<file path="src/ptst_pkg.sv">
// Shared types, codes and constants of the periodic timer slot table.
`default_nettype none

package ptst_pkg;

  // Default table depth
  localparam int unsigned NUM_SLOTS_DEF = 16;

  // Firings reported by one tick at most, and the width of their count
  localparam int unsigned MAX_FIRES = 16;
  localparam int unsigned FIRE_W    = 5;

  // Request codes
  localparam logic [1:0] REQ_TICK  = 2'd0;
  localparam logic [1:0] REQ_REG   = 2'd1;
  localparam logic [1:0] REQ_UNREG = 2'd2;

  // Result status codes
  localparam logic [2:0] ST_FIRED = 3'd0;
  localparam logic [2:0] ST_IDLE  = 3'd1;
  localparam logic [2:0] ST_REG   = 3'd2;
  localparam logic [2:0] ST_FULL  = 3'd3;
  localparam logic [2:0] ST_UNREG = 3'd4;

  // One request
  typedef struct packed {
    logic [1:0]  req_type;
    logic [3:0]  slot_index;
    logic [23:0] period_secs;
    logic [31:0] start_time;
    logic [15:0] user_tag;
  } in_item_t;

  // One result
  typedef struct packed {
    logic [2:0]  status;
    logic [3:0]  out_slot;
    logic [15:0] out_tag;
    logic [31:0] now_secs;
    logic        last_result;
  } out_item_t;

  // Contents of one slot in the slot memory
  typedef struct packed {
    logic [23:0] period;
    logic [31:0] due;
    logic [15:0] tag;
  } slot_data_t;

  // Write strobes of the slot memory
  typedef struct packed {
    logic we_due;
    logic we_all;
  } mem_wr_t;

  // Sequencer states
  typedef enum logic [1:0] {
    S_IDLE,
    S_TICK,
    S_TICK_END,
    S_REG
  } state_t;

endpackage

`default_nettype wire

</file>
<file path="src/ptst_alu.sv">
// Shared adder and due comparator of the timer slot table.
`default_nettype none

module ptst_alu (
  input  wire logic [31:0] op_a,
  input  wire logic [31:0] op_b,
  input  wire logic [31:0] op_c,
  output logic      [31:0] sum,
  output logic             le
);

  // Add modulo 2^32 and compare unsigned
  assign sum = op_a + op_b;
  assign le  = (op_a <= op_c);

endmodule

`default_nettype wire

</file>
<file path="src/ptst_slot_mem.sv">
// Slot memory: period, next due second and tag of every slot.
`default_nettype none

module ptst_slot_mem #(
  parameter int unsigned NUM_SLOTS = ptst_pkg::NUM_SLOTS_DEF,
  parameter int unsigned IDX_W     = (NUM_SLOTS > 1) ? $clog2(NUM_SLOTS) : 1
) (
  input  wire logic                clk,
  input  wire ptst_pkg::mem_wr_t    wr,
  input  wire logic [IDX_W-1:0]    waddr,
  input  wire ptst_pkg::slot_data_t wdata,
  input  wire logic [IDX_W-1:0]    raddr,
  output ptst_pkg::slot_data_t      rdata
);

  logic [23:0] period_mem [NUM_SLOTS];
  logic [31:0] due_mem    [NUM_SLOTS];
  logic [15:0] tag_mem    [NUM_SLOTS];
  ptst_pkg::slot_data_t rdata_r;

  // Write one slot
  always_ff @(posedge clk) begin
    if (wr.we_all) begin
      period_mem[waddr] <= wdata.period;
      tag_mem[waddr]    <= wdata.tag;
    end
    if (wr.we_all || wr.we_due) begin
      due_mem[waddr] <= wdata.due;
    end
  end

  // Read one slot, registered
  always_ff @(posedge clk) begin
    rdata_r.period <= period_mem[raddr];
    rdata_r.due    <= due_mem[raddr];
    rdata_r.tag    <= tag_mem[raddr];
  end

  assign rdata = rdata_r;

endmodule

`default_nettype wire

</file>
<file path="src/ptst_ctrl.sv">
// Sequencer of the timer slot table: request handling, slot scan and result register.
`default_nettype none

module ptst_ctrl #(
  parameter int unsigned NUM_SLOTS = ptst_pkg::NUM_SLOTS_DEF,
  parameter int unsigned IDX_W     = (NUM_SLOTS > 1) ? $clog2(NUM_SLOTS) : 1
) (
  input  wire logic                 clk,
  input  wire logic                 rst_n,
  input  wire logic                 in_valid,
  output logic                      in_ready,
  input  wire ptst_pkg::in_item_t    in_data,
  output logic                      out_valid,
  input  wire logic                 out_ready,
  output ptst_pkg::out_item_t        out_data,
  output ptst_pkg::mem_wr_t          mem_wr,
  output logic      [IDX_W-1:0]     mem_waddr,
  output ptst_pkg::slot_data_t       mem_wdata,
  output logic      [IDX_W-1:0]     mem_raddr,
  input  wire ptst_pkg::slot_data_t  mem_rdata,
  output logic      [31:0]          alu_a,
  output logic      [31:0]          alu_b,
  output logic      [31:0]          alu_c,
  input  wire logic [31:0]          alu_sum,
  input  wire logic                 alu_le
);

  ptst_pkg::state_t    state_r, state_nxt;
  logic [IDX_W-1:0]    idx_r, idx_nxt;
  logic [31:0]         now_r, now_nxt;
  logic [NUM_SLOTS-1:0] active_r, active_nxt;
  logic [ptst_pkg::FIRE_W-1:0] fire_cnt_r, fire_cnt_nxt;
  logic                pend_valid_r, pend_valid_nxt;
  logic [3:0]          pend_slot_r, pend_slot_nxt;
  logic [15:0]         pend_tag_r, pend_tag_nxt;
  ptst_pkg::in_item_t  req_r, req_nxt;
  logic                out_valid_r, out_valid_nxt;
  ptst_pkg::out_item_t out_data_r, out_data_nxt;

  logic                in_acc;
  logic                can_emit;
  logic                last_idx;
  logic                hit;
  logic                cap;
  logic                stall;
  logic [IDX_W+3:0]    idx_ext;
  logic [IDX_W+3:0]    unreg_ext;
  logic                unreg_ok;

  // Handshake and scan conditions
  assign can_emit  = !out_valid_r || out_ready;
  assign in_ready  = (state_r == ptst_pkg::S_IDLE) && can_emit;
  assign in_acc    = in_valid && in_ready;
  assign last_idx  = (idx_r == IDX_W'(NUM_SLOTS - 1));
  assign hit       = active_r[idx_r] && alu_le;
  assign cap       = (fire_cnt_r == ptst_pkg::FIRE_W'(ptst_pkg::MAX_FIRES - 1));
  assign stall     = hit && pend_valid_r && !can_emit;
  assign idx_ext   = (IDX_W + 4)'(idx_r);
  assign unreg_ext = (IDX_W + 4)'(in_data.slot_index);
  assign unreg_ok  = (32'(in_data.slot_index) < NUM_SLOTS);

  assign out_valid = out_valid_r;
  assign out_data  = out_data_r;
  assign mem_waddr = idx_r;
  assign mem_raddr = idx_nxt;

  // Next state
  always_comb begin
    state_nxt = state_r;
    case (state_r)
      ptst_pkg::S_IDLE: begin
        if (in_acc) begin
          if (in_data.req_type == ptst_pkg::REQ_TICK) begin
            state_nxt = ptst_pkg::S_TICK;
          end else if (in_data.req_type == ptst_pkg::REQ_REG) begin
            state_nxt = ptst_pkg::S_REG;
          end
        end
      end
      ptst_pkg::S_TICK: begin
        if (!stall && ((hit && cap) || last_idx)) begin
          state_nxt = ptst_pkg::S_TICK_END;
        end
      end
      ptst_pkg::S_TICK_END: begin
        if (can_emit) begin
          state_nxt = ptst_pkg::S_IDLE;
        end
      end
      ptst_pkg::S_REG: begin
        if (can_emit && (!active_r[idx_r] || last_idx)) begin
          state_nxt = ptst_pkg::S_IDLE;
        end
      end
      default: state_nxt = ptst_pkg::S_IDLE;
    endcase
  end

  // Datapath, memory and result control
  always_comb begin
    idx_nxt        = idx_r;
    now_nxt        = now_r;
    active_nxt     = active_r;
    fire_cnt_nxt   = fire_cnt_r;
    pend_valid_nxt = pend_valid_r;
    pend_slot_nxt  = pend_slot_r;
    pend_tag_nxt   = pend_tag_r;
    req_nxt        = req_r;
    out_valid_nxt  = out_valid_r && !out_ready;
    out_data_nxt   = out_data_r;
    mem_wr         = '0;
    mem_wdata.period = req_r.period_secs;
    mem_wdata.due    = alu_sum;
    mem_wdata.tag    = req_r.user_tag;
    alu_a          = mem_rdata.due;
    alu_b          = {8'd0, mem_rdata.period};
    alu_c          = now_r;

    case (state_r)
      ptst_pkg::S_IDLE: begin
        if (in_acc) begin
          req_nxt        = in_data;
          idx_nxt        = '0;
          fire_cnt_nxt   = '0;
          pend_valid_nxt = 1'b0;
          // Free the slot and answer at once
          if (in_data.req_type == ptst_pkg::REQ_UNREG) begin
            if (unreg_ok) begin
              active_nxt[unreg_ext[IDX_W-1:0]] = 1'b0;
            end
            out_valid_nxt = 1'b1;
            out_data_nxt  = '{status: ptst_pkg::ST_UNREG, out_slot: in_data.slot_index,
                              out_tag: 16'd0, now_secs: now_r, last_result: 1'b1};
          end
        end
      end
      ptst_pkg::S_TICK: begin
        if (!stall) begin
          if (hit) begin
            // Send the previous firing, keep this one until the scan shows more
            if (pend_valid_r) begin
              out_valid_nxt = 1'b1;
              out_data_nxt  = '{status: ptst_pkg::ST_FIRED, out_slot: pend_slot_r,
                                out_tag: pend_tag_r, now_secs: now_r, last_result: 1'b0};
            end
            pend_valid_nxt = 1'b1;
            pend_slot_nxt  = idx_ext[3:0];
            pend_tag_nxt   = mem_rdata.tag;
            fire_cnt_nxt   = fire_cnt_r + 1'b1;
            mem_wr.we_due  = 1'b1;
          end
          if (!last_idx && !(hit && cap)) begin
            idx_nxt = idx_r + 1'b1;
          end
        end
      end
      ptst_pkg::S_TICK_END: begin
        // Close the tick with its final result, then advance the clock
        if (can_emit) begin
          out_valid_nxt = 1'b1;
          if (pend_valid_r) begin
            out_data_nxt = '{status: ptst_pkg::ST_FIRED, out_slot: pend_slot_r,
                             out_tag: pend_tag_r, now_secs: now_r, last_result: 1'b1};
          end else begin
            out_data_nxt = '{status: ptst_pkg::ST_IDLE, out_slot: 4'd0,
                             out_tag: 16'd0, now_secs: now_r, last_result: 1'b1};
          end
          pend_valid_nxt = 1'b0;
          now_nxt        = now_r + 32'd1;
        end
      end
      ptst_pkg::S_REG: begin
        alu_a = now_r;
        alu_b = {8'd0, req_r.period_secs};
        if (req_r.start_time != 32'd0) begin
          mem_wdata.due = req_r.start_time;
        end
        if (can_emit) begin
          if (!active_r[idx_r]) begin
            // Claim the lowest free slot
            mem_wr.we_all     = 1'b1;
            active_nxt[idx_r] = (req_r.period_secs != 24'd0);
            out_valid_nxt     = 1'b1;
            out_data_nxt      = '{status: ptst_pkg::ST_REG, out_slot: idx_ext[3:0],
                                  out_tag: 16'd0, now_secs: now_r, last_result: 1'b1};
          end else if (last_idx) begin
            out_valid_nxt = 1'b1;
            out_data_nxt  = '{status: ptst_pkg::ST_FULL, out_slot: 4'd0,
                              out_tag: 16'd0, now_secs: now_r, last_result: 1'b1};
          end else begin
            idx_nxt = idx_r + 1'b1;
          end
        end
      end
      default: ;
    endcase
  end

  // Control registers
  always_ff @(posedge clk) begin
    if (!rst_n) begin
      state_r      <= ptst_pkg::S_IDLE;
      idx_r        <= '0;
      now_r        <= '0;
      active_r     <= '0;
      fire_cnt_r   <= '0;
      pend_valid_r <= 1'b0;
      out_valid_r  <= 1'b0;
    end else begin
      state_r      <= state_nxt;
      idx_r        <= idx_nxt;
      now_r        <= now_nxt;
      active_r     <= active_nxt;
      fire_cnt_r   <= fire_cnt_nxt;
      pend_valid_r <= pend_valid_nxt;
      out_valid_r  <= out_valid_nxt;
    end
  end

  // Payload registers
  always_ff @(posedge clk) begin
    pend_slot_r <= pend_slot_nxt;
    pend_tag_r  <= pend_tag_nxt;
    req_r       <= req_nxt;
    out_data_r  <= out_data_nxt;
  end

endmodule

`default_nettype wire

</file>
<file path="src/periodic_timer_slot_table.sv">
// Periodic timer slot table: top level.
// Unregister: result registered in the cycle after the request is accepted.
// Register: scans one slot per cycle from slot 0 while the result register can take a result.
// Tick: scans one slot per cycle via the slot memory read port unless a firing must wait;
// one result per firing up to MAX_FIRES, else an idle one. One request is in work at a time.
// Reset clears the seconds counter, the slot active bits and all control; the slot memory
// holds no reset value and needs no clearing pass.
`default_nettype none

module periodic_timer_slot_table #(
  parameter int unsigned NUM_SLOTS = ptst_pkg::NUM_SLOTS_DEF
) (
  input  wire logic              clk,
  input  wire logic              rst_n,
  input  wire logic              in_valid,
  output logic                   in_ready,
  input  wire ptst_pkg::in_item_t in_data,
  output logic                   out_valid,
  input  wire logic              out_ready,
  output ptst_pkg::out_item_t     out_data
);

  localparam int unsigned IDX_W = (NUM_SLOTS > 1) ? $clog2(NUM_SLOTS) : 1;

  ptst_pkg::mem_wr_t    mem_wr;
  logic [IDX_W-1:0]     mem_waddr;
  logic [IDX_W-1:0]     mem_raddr;
  ptst_pkg::slot_data_t mem_wdata;
  ptst_pkg::slot_data_t mem_rdata;
  logic [31:0]          alu_a;
  logic [31:0]          alu_b;
  logic [31:0]          alu_c;
  logic [31:0]          alu_sum;
  logic                 alu_le;

  // Sequencer
  ptst_ctrl #(
    .NUM_SLOTS (NUM_SLOTS),
    .IDX_W     (IDX_W)
  ) u_ctrl (
    .clk       (clk),
    .rst_n     (rst_n),
    .in_valid  (in_valid),
    .in_ready  (in_ready),
    .in_data   (in_data),
    .out_valid (out_valid),
    .out_ready (out_ready),
    .out_data  (out_data),
    .mem_wr    (mem_wr),
    .mem_waddr (mem_waddr),
    .mem_wdata (mem_wdata),
    .mem_raddr (mem_raddr),
    .mem_rdata (mem_rdata),
    .alu_a     (alu_a),
    .alu_b     (alu_b),
    .alu_c     (alu_c),
    .alu_sum   (alu_sum),
    .alu_le    (alu_le)
  );

  // Slot storage
  ptst_slot_mem #(
    .NUM_SLOTS (NUM_SLOTS),
    .IDX_W     (IDX_W)
  ) u_slot_mem (
    .clk   (clk),
    .wr    (mem_wr),
    .waddr (mem_waddr),
    .wdata (mem_wdata),
    .raddr (mem_raddr),
    .rdata (mem_rdata)
  );

  // Shared add and compare unit
  ptst_alu u_alu (
    .op_a (alu_a),
    .op_b (alu_b),
    .op_c (alu_c),
    .sum  (alu_sum),
    .le   (alu_le)
  );

  // Unregister answers in the next cycle as a final result
  a_unreg_result: assert property (@(posedge clk) disable iff (!rst_n)
    (in_valid && in_ready && in_data.req_type == ptst_pkg::REQ_UNREG) |=>
      (out_valid && out_data.status == ptst_pkg::ST_UNREG && out_data.last_result))
    else $error("unregister request gave no unregister result");

  // A new request is taken only after the previous request's final result
  a_ready_after_last: assert property (@(posedge clk) disable iff (!rst_n)
    in_ready |-> !(out_valid && !out_data.last_result))
    else $error("request accepted while a request still has results pending");

  // Only firings may be followed by more results of the same request
  a_nonfire_last: assert property (@(posedge clk) disable iff (!rst_n)
    (out_valid && out_data.status != ptst_pkg::ST_FIRED) |-> out_data.last_result)
    else $error("non-firing result not marked last");

endmodule

`default_nettype wire

</file>
<file path="config.mk">
export PLATFORM = sky130hd
export DESIGN_NAME = periodic_timer_slot_table
export DESIGN_NICKNAME = d
export VERILOG_FILES = /design/src/ptst_pkg.sv /design/src/ptst_alu.sv /design/src/ptst_slot_mem.sv /design/src/ptst_ctrl.sv /design/src/periodic_timer_slot_table.sv
export SDC_FILE = /design/constraint.sdc
export NUM_CORES = 2
export LEC_CHECK = 0
export ABC_CLOCK_PERIOD_IN_PS = 14620
export BUFFER_PORTS_ARGS = -buffer_cell sky130_fd_sc_hd__buf_2
export CAP_MARGIN = 30
export CORE_MARGIN = 1.5
export CORE_UTILIZATION = 30
export CTS_BUF_LIST = sky130_fd_sc_hd__clkbuf_4 sky130_fd_sc_hd__clkbuf_8
export CTS_CLUSTER_DIAMETER = 50
export DETAILED_ROUTE_END_ITERATION = 6
export HOLD_SLACK_MARGIN = 0.1
export SETUP_SLACK_MARGIN = 0.02
export SYNTH_ARGS = -nofsm -noshare
export SYNTH_HDL_FRONTEND = slang
export SYNTH_SLANG_ARGS = --single-unit
export TNS_END_PERCENT = 10
</file>
<file path="constraint.sdc">
create_clock -name clk -period 14.62 [get_ports clk]
set_input_delay 0 -clock clk [delete_from_list [all_inputs] [get_ports clk]]
set_output_delay 0 -clock clk [all_outputs]
set_load 0.03 [all_outputs]
</file>
# [Yosys cells after proc, flatten, opt, wreduce, memory -nomap -nowiden]
# Memory sizes are Yosys's and may differ from the RTL's. A register that Yosys moved wholly into a read port is not among the register bits.
# Cells that the tools add are included.
[totals] register_bits=209 ram_bits=1152 n_memories=3 out_inout_bits=58 input_bits=82 wordCells=159
[mem_list] name="u_slot_mem.due_mem" words=16 word_bits=32 read_ports=1 rd_clocked_by_memory_dff=1 write_ports=1 line_no="ptst_slot_mem.sv:17" rtl="logic [31:0] due_mem [NUM_SLOTS];"
[mem_list] name="u_slot_mem.period_mem" words=16 word_bits=24 read_ports=1 rd_clocked_by_memory_dff=1 write_ports=1 line_no="ptst_slot_mem.sv:16" rtl="logic [23:0] period_mem [NUM_SLOTS];"
[mem_list] name="u_slot_mem.tag_mem" words=16 word_bits=16 read_ports=1 rd_clocked_by_memory_dff=1 write_ports=1 line_no="ptst_slot_mem.sv:18" rtl="logic [15:0] tag_mem [NUM_SLOTS];"
[classes] eq_ne=19 n_bitwise=3 n_reduce_logical=38 add_sub_neg=4 mux=70 magnitude_cmp=5
[ops] operator="56-bit 2-to-1 mux" count=9
[ops] operator="56-bit one-hot mux with 4 select lines" count=1
[ops] operator="32-bit 2-to-1 mux" count=3
[ops] operator="16-bit 2-to-1 mux" count=4
[ops] operator="54-bit 2-to-1 mux" count=1
[ops] operator="32-bit by 1-bit adder with 32-bit output, second input constant" count=1
[ops] operator="32-bit by 24-bit adder with 32-bit output" count=1
[ops] operator="32-bit less-or-equal comparator" count=1
[ops] operator="16-bit one-hot mux with 2 select lines" count=1
[ops] operator="32-bit nonzero test" count=1
[ops] operator="1-bit 2-to-1 mux" count=26
[ops] operator="24-bit 2-to-1 mux" count=1
[ops] operator="4-bit 2-to-1 mux" count=6
[ops] operator="24-bit nonzero test" count=1
[ops] operator="16-bit AND" count=1
[ops] operator="16-bit bitwise mux" count=1
[ops] operator="16-bit NOT" count=1
[ops] operator="5-bit 2-to-1 mux" count=3
[ops] operator="5-bit AND reduction" count=3
[ops] operator="2-bit by 1-bit inequality test with 1-bit output, second input constant" count=7
[ops] operator="1-bit logical AND" count=12
[ops] operator="2-bit 2-to-1 mux" count=6
[ops] operator="4-bit one-hot mux with 3 select lines" count=1
[ops] operator="4-bit by 5-bit < comparator with 1-bit output, second input constant" count=2
[ops] operator="other kinds (26)" count=45

# [Depth between registers and ports, before layout]
[depth] ltp_word=11 depth_mapped=23 depth_no_buf=19

# [Hierarchy]
# Synthesis repeated with hierarchy kept, for this count alone.
[unflattened] cells_unflattened=3181 hier_area_um2=57268.7
[modules_own_cells] mod="ptst_slot_mem" seq_area_each_um2=36034.6 area_per_inst_um2=44649.1 cells_each=1877 n_inst=1
[modules_own_cells] mod="ptst_ctrl" seq_area_each_um2=5665.4 area_per_inst_um2=10156.0 cells_each=957 n_inst=1
[modules_own_cells] mod="ptst_alu" seq_area_each_um2=0.0 area_per_inst_um2=2463.6 cells_each=347 n_inst=1

# [Worst setup path after synthesis]
# Ideal clock, no wire load.
[synth_timing] path_kind="register to register" from="register u_ctrl.state_r[1]" to="register u_ctrl.out_data_r, in the netlist u_ctrl.out_data[0], enable pin" path_slack_ps=6760 t_required_ps=14081 setup_time_ps=539 path_buffers=4 arrival_time_ps=7321 synth_period_minus_slack_ps=7860 stages_incl_launch_ff=19 cell_sequence="dfxtp_1 > clkbuf_1 > nand2_1 > clkbuf_1 > clkbuf_1 > buf_1 > nand2_1 > o21ai_0 > ha_1 > a21o_1 > nand3_1 > a21oi_1 > a2111oi_0 > o21ai_0 > o21ai_1 > o21ai_0 > a21boi_0 > o22ai_1 > nor3_1"
[synth_via] elab_chain_cells=8 elab_cells_between_ends=20 classes_between="order compare: 1; eq/ne: 11; mux: 1; reduce/logical: 7"
[synth_lines] item="from (decl)" line_no="ptst_ctrl.sv:28" rtl="ptst_pkg::state_t state_r, state_nxt;"
[synth_lines] item="from (signal assigned)" line_no="ptst_ctrl.sv:202" rtl="state_r <= ptst_pkg::S_IDLE;"
[synth_lines] item="from (signal assigned)" line_no="ptst_ctrl.sv:210" rtl="state_r <= state_nxt;"
[synth_lines] item="2-bit equality test" line_no="ptst_ctrl.sv:119" rtl="case (state_r)"
[synth_lines] item="32-bit 2-to-1 mux" line_no="ptst_ctrl.sv:119"
[synth_lines] item="32-bit less-or-equal comparator" line_no="ptst_alu.sv:14" rtl="assign le = (op_a <= op_c);"
[synth_lines] item="1-bit logical AND" line_no="ptst_ctrl.sv:55" rtl="assign hit = active_r[idx_r] && alu_le;"
[synth_lines] item="1-bit logical AND (2 in a row)" line_no="ptst_ctrl.sv:57" rtl="assign stall = hit && pend_valid_r && !can_emit;"
[synth_lines] item="2-bit inequality test (no source line)"
[synth_lines] item="8-bit AND reduction (no source line) *"
[synth_lines] item="to (signal assigned)" line_no="ptst_ctrl.sv:225" rtl="out_data_r <= out_data_nxt;"
[synth_lines] item="to (decl)" line_no="ptst_ctrl.sv:38" rtl="ptst_pkg::out_item_t out_data_r, out_data_nxt;"
# Every way passes the cells marked *; elsewhere a longest branch is shown, timed or not.
# A chain may end at the register's enable or synchronous reset.

# [Worst setup path in the final report]
[layout_timing] from="register u_ctrl.state_r[1]" to="register u_slot_mem.rdata[47] (netlist name)"
[layout_via] elab_chain_cells=10 elab_cells_between_ends=17 classes_between="order compare: 1; eq/ne: 2; mux: 5; reduce/logical: 9"
[layout_lines] item="2-bit equality test" line_no="ptst_ctrl.sv:119"
[layout_lines] item="32-bit 2-to-1 mux" line_no="ptst_ctrl.sv:119"
[layout_lines] item="32-bit less-or-equal comparator" line_no="ptst_alu.sv:14"
[layout_lines] item="1-bit logical AND" line_no="ptst_ctrl.sv:55"
[layout_lines] item="1-bit logical AND" line_no="ptst_ctrl.sv:152" rtl="if (!last_idx && !(hit && cap)) begin"
[layout_lines] item="1-bit logical NOT" line_no="ptst_ctrl.sv:152"
[layout_lines] item="1-bit logical AND" line_no="ptst_ctrl.sv:152"
[layout_lines] item="4-bit 2-to-1 mux" line_no="ptst_ctrl.sv:152"
[layout_lines] item="4-bit 2-to-1 mux" line_no="ptst_ctrl.sv:138" rtl="if (!stall) begin"
[layout_lines] item="4-bit one-hot mux with 3 select lines *" line_no="ptst_ctrl.sv:119"
# Marks and branches as above.

==> flow_metrics.env <==
export IMPL_yosys_cell_count_top_type="edfxtp_1"
export IMPL_clkSinkCount=1433
export IMPL_cts_htree_levels=4
export IMPL_synth_top_cell_area_share_pct=66.4
export IMPL_worst_slew_pin_slew_ps=1230
export IMPL_grt_ovfl_total=0
export IMPL_fmax_mhz=130
export IMPL_clock_latency_ps=980
export IMPL_grt_usage_pct=14.8
export IMPL_cts_root_buf="clkbuf_8"
export IMPL_cpPeakStageDelay_ps=850
export IMPL_setup_violations_final=0
export IMPL_worst_setup_path_type="flop to flop"
export IMPL_drc=0
export IMPL_path_depth=19
export IMPL_crit_path_cell_trace="nand2_4, nand2_1, o21ai_0, ha_1, nand4_1, nor4_1, o21ai_1, a41oi_1, o31a_1, o21a_1, o211ai_1, a32oi_4, buf_4, buf_4, buf_4, mux2i_1, mux2i_1, mux2i_1, mux2i_1"
export IMPL_outcome="complete, no violations"
export IMPL_cts_buffers=228
export IMPL_cp_start_kind="flop"
export IMPL_syn_nets=3742
export IMPL_die_area_sq_mm=0.199
export IMPL_syn_area_per_cell_sq_um=16.4
export IMPL_postCtsSetupRepairBufs=0
export IMPL_ys_seq_area_share_pct=70.9
export IMPL_cts_hold_buf=170
export IMPL_start_util_pct=30.2
export IMPL_grt_max_degree=129
export IMPL_yosysTopAreaCell="edfxtp_1"
export IMPL_first_iter_violations=2436
export IMPL_synthTopCellsByArea="edfxtp_1, mux2i_1, dfxtp_1"
export IMPL_dp_hpwl_microns=80900
export IMPL_worst_hold_path_type="input pin to flop"
export IMPL_first_pass_iters=5
export IMPL_drv_slew=0
export IMPL_path_common_cell="mux2i_1"
export IMPL_maxCapViolCount=0
export IMPL_async_flop_share_pct=0
export IMPL_powerDensity_mw_per_mm2=133
export IMPL_syn_area_sq_mm=0.0588
export IMPL_top_usage_layer="met2"
export IMPL_worst_path_max_fanout=60
export IMPL_syn_inst=3596
export IMPL_ant_nets=0
export IMPL_ys_types=75
export IMPL_setup_ws_ps=6900
export IMPL_vias=32037
export IMPL_viasPerCell=4.66
export IMPL_gp_congestion=0.821
export IMPL_core_area_sq_mm=0.195
export IMPL_rr_worst_depth=19
export IMPL_ys_warn_count=0
export IMPL_ctsResizeCount=0
export IMPL_hold_depth=4
export IMPL_grt_util_met2_pct=25.6
export IMPL_final_util_pct=35.7
export IMPL_fin_crit_ps=7720
export IMPL_drive_above_1_share_pct=16.0
export IMPL_cp_num_buf_inv=3
export IMPL_crit_required_ps=15400
export IMPL_grt_pass1_vias=32205
export IMPL_wl_per_cell_microns=21.7
export IMPL_slew_headroom_pct=18.1
export IMPL_synth_edf_count=1300
export IMPL_ios=140
export IMPL_portBuffers=139
export IMPL_crit_path_end_kind="flop"
export IMPL_ys_flop_type="edfxtp_1"
export IMPL_rsz0062_at_grt="no"
export IMPL_critPathSlowestCell="buf_4"
export IMPL_tns_ps=0
export IMPL_ys_ff_latch=1433
export IMPL_cts_max_path_buffers=3
export IMPL_critical_path_arrival_ps=8500
export IMPL_area_growth_pct=18.3
export IMPL_grt_antenna_before_repair=5
export IMPL_grtUsageMet3_pct=2.70
export IMPL_die_w_microns=446
export IMPL_clk_pin_slew_ps=60
export IMPL_irDropWorstVdd_mv=0.0937
export IMPL_cts_tree="built"
export IMPL_finalCritPeriodShare_pct=52.8
export IMPL_finClkSkew_ps=66.4
export IMPL_final_hold_viol_count=0
export IMPL_grt_pass1_wl_microns=215000
export IMPL_met1_usage_pct=17.9
export IMPL_netlist_top_cells_count="edfxtp_1, mux2i_1, nand2_1"
export IMPL_preCtsSetupSlack_ps=6820
export IMPL_cellLeakagePower_nw=27.6
export IMPL_cp_top_family="buffers and inverters"
export IMPL_drt_total_wl_microns=150000
export IMPL_final_nets=4191
export IMPL_die_h_microns=446
export IMPL_row_count=162
metal layers:
layer / vias to the layer above / part of all wire, %
met1: 16246 / 42
met4: 2 / 3.9
met3: 263 / 4.2
met5: - / 0.011
met2: 791 / 50
li1: 14735 / -
tightest hold or removal path: cells and delay by family:
kind,cells,cell delay (ps)
AOI/OAI and AO/OA,1,90
muxes,1,160
buffers and inverters,2,760
cell type report:
type | count | area (sq um)
diodes | 1 | 2.50
clock buffers | 334 | 4080
clock inverters | 101 | 833
fillers | 18316 | 125000
inverters | 58 | 220
multi-input cells | 1937 | 16300
flip-flops and latches | 1433 | 41700
well taps | 2624 | 3280
repair buffers | 387 | 3120
report_power, final:
part           total (mW)  internal [mW]  switching (mW)
logic               0.814          0.264           0.550
registers            4.87           4.78          0.0885
clock network        3.60           1.98            1.63
total                9.29           7.02            2.27
flip-flops by register name, indices dropped and copies added (netlist names):
signal                 count
u_ctrl.out_valid           1
u_slot_mem.rdata          72
u_slot_mem.tag_mem       256
u_ctrl.pend_slot_r         4
u_slot_mem.due_mem       512
u_ctrl.active_r           16
u_ctrl.mem_wdata          40
u_ctrl.fire_cnt_r          5
u_ctrl.pend_tag_r         16
u_ctrl.state_r             2
u_ctrl.alu_c              32
u_ctrl.pend_valid_r        1
u_ctrl.mem_waddr           4
u_ctrl.req_r              32
u_ctrl.out_data           56
u_slot_mem.period_mem    384
metrics by stage:
step,hold slack (ps),instance area [sq um],cells,power (mW)
detailed placement,178,62900,6262,5.73
global route,165,69600,6875,9.64
floorplan,98.9,58800,3596,5.40
CTS,101,69500,6867,9.38
global placement,177,62700,6253,5.70
finish,218,69600,6875,9.29
cell families after synthesis:
logic type / count (synthesis) / synth area share [%]
AO/OA/AOI/OAI: 238 / 2.49
buffers and inverters: 226 / 1.90
multiplexers: 1096 / 18.8
XOR/XNOR: 49 / 0.730
flip-flops: 1433 / 70.9
AND/OR/NAND/NOR: 490 / 3.79
adder cells (fa/ha/maj): 64 / 1.37
placed cells by master (no fill, tap or decap), types with 75 or more instances in the layout:
cell type         n
dfxtp_1         133
mux2i_1        1080
edfxtp_1       1300
buf_2           139
nor2_1          102
nand2_1         185
clkbuf_4         82
a21oi_1          75
clkbuf_8        252
dlygate4sd3_1   170
worst paths after layout:
path | from | end | slack (ps)
min reg2reg | u_slot_mem.rdata[2] | u_ctrl.pend_tag_r[2] | 390
max | u_ctrl.state_r[1] | u_slot_mem.rdata[47] | 6900
max reg2reg | u_ctrl.state_r[1] | u_slot_mem.rdata[47] | 6900
min | in_data[72] | u_ctrl.out_data[49] | 220
Power figures use the tool's default switching activity.
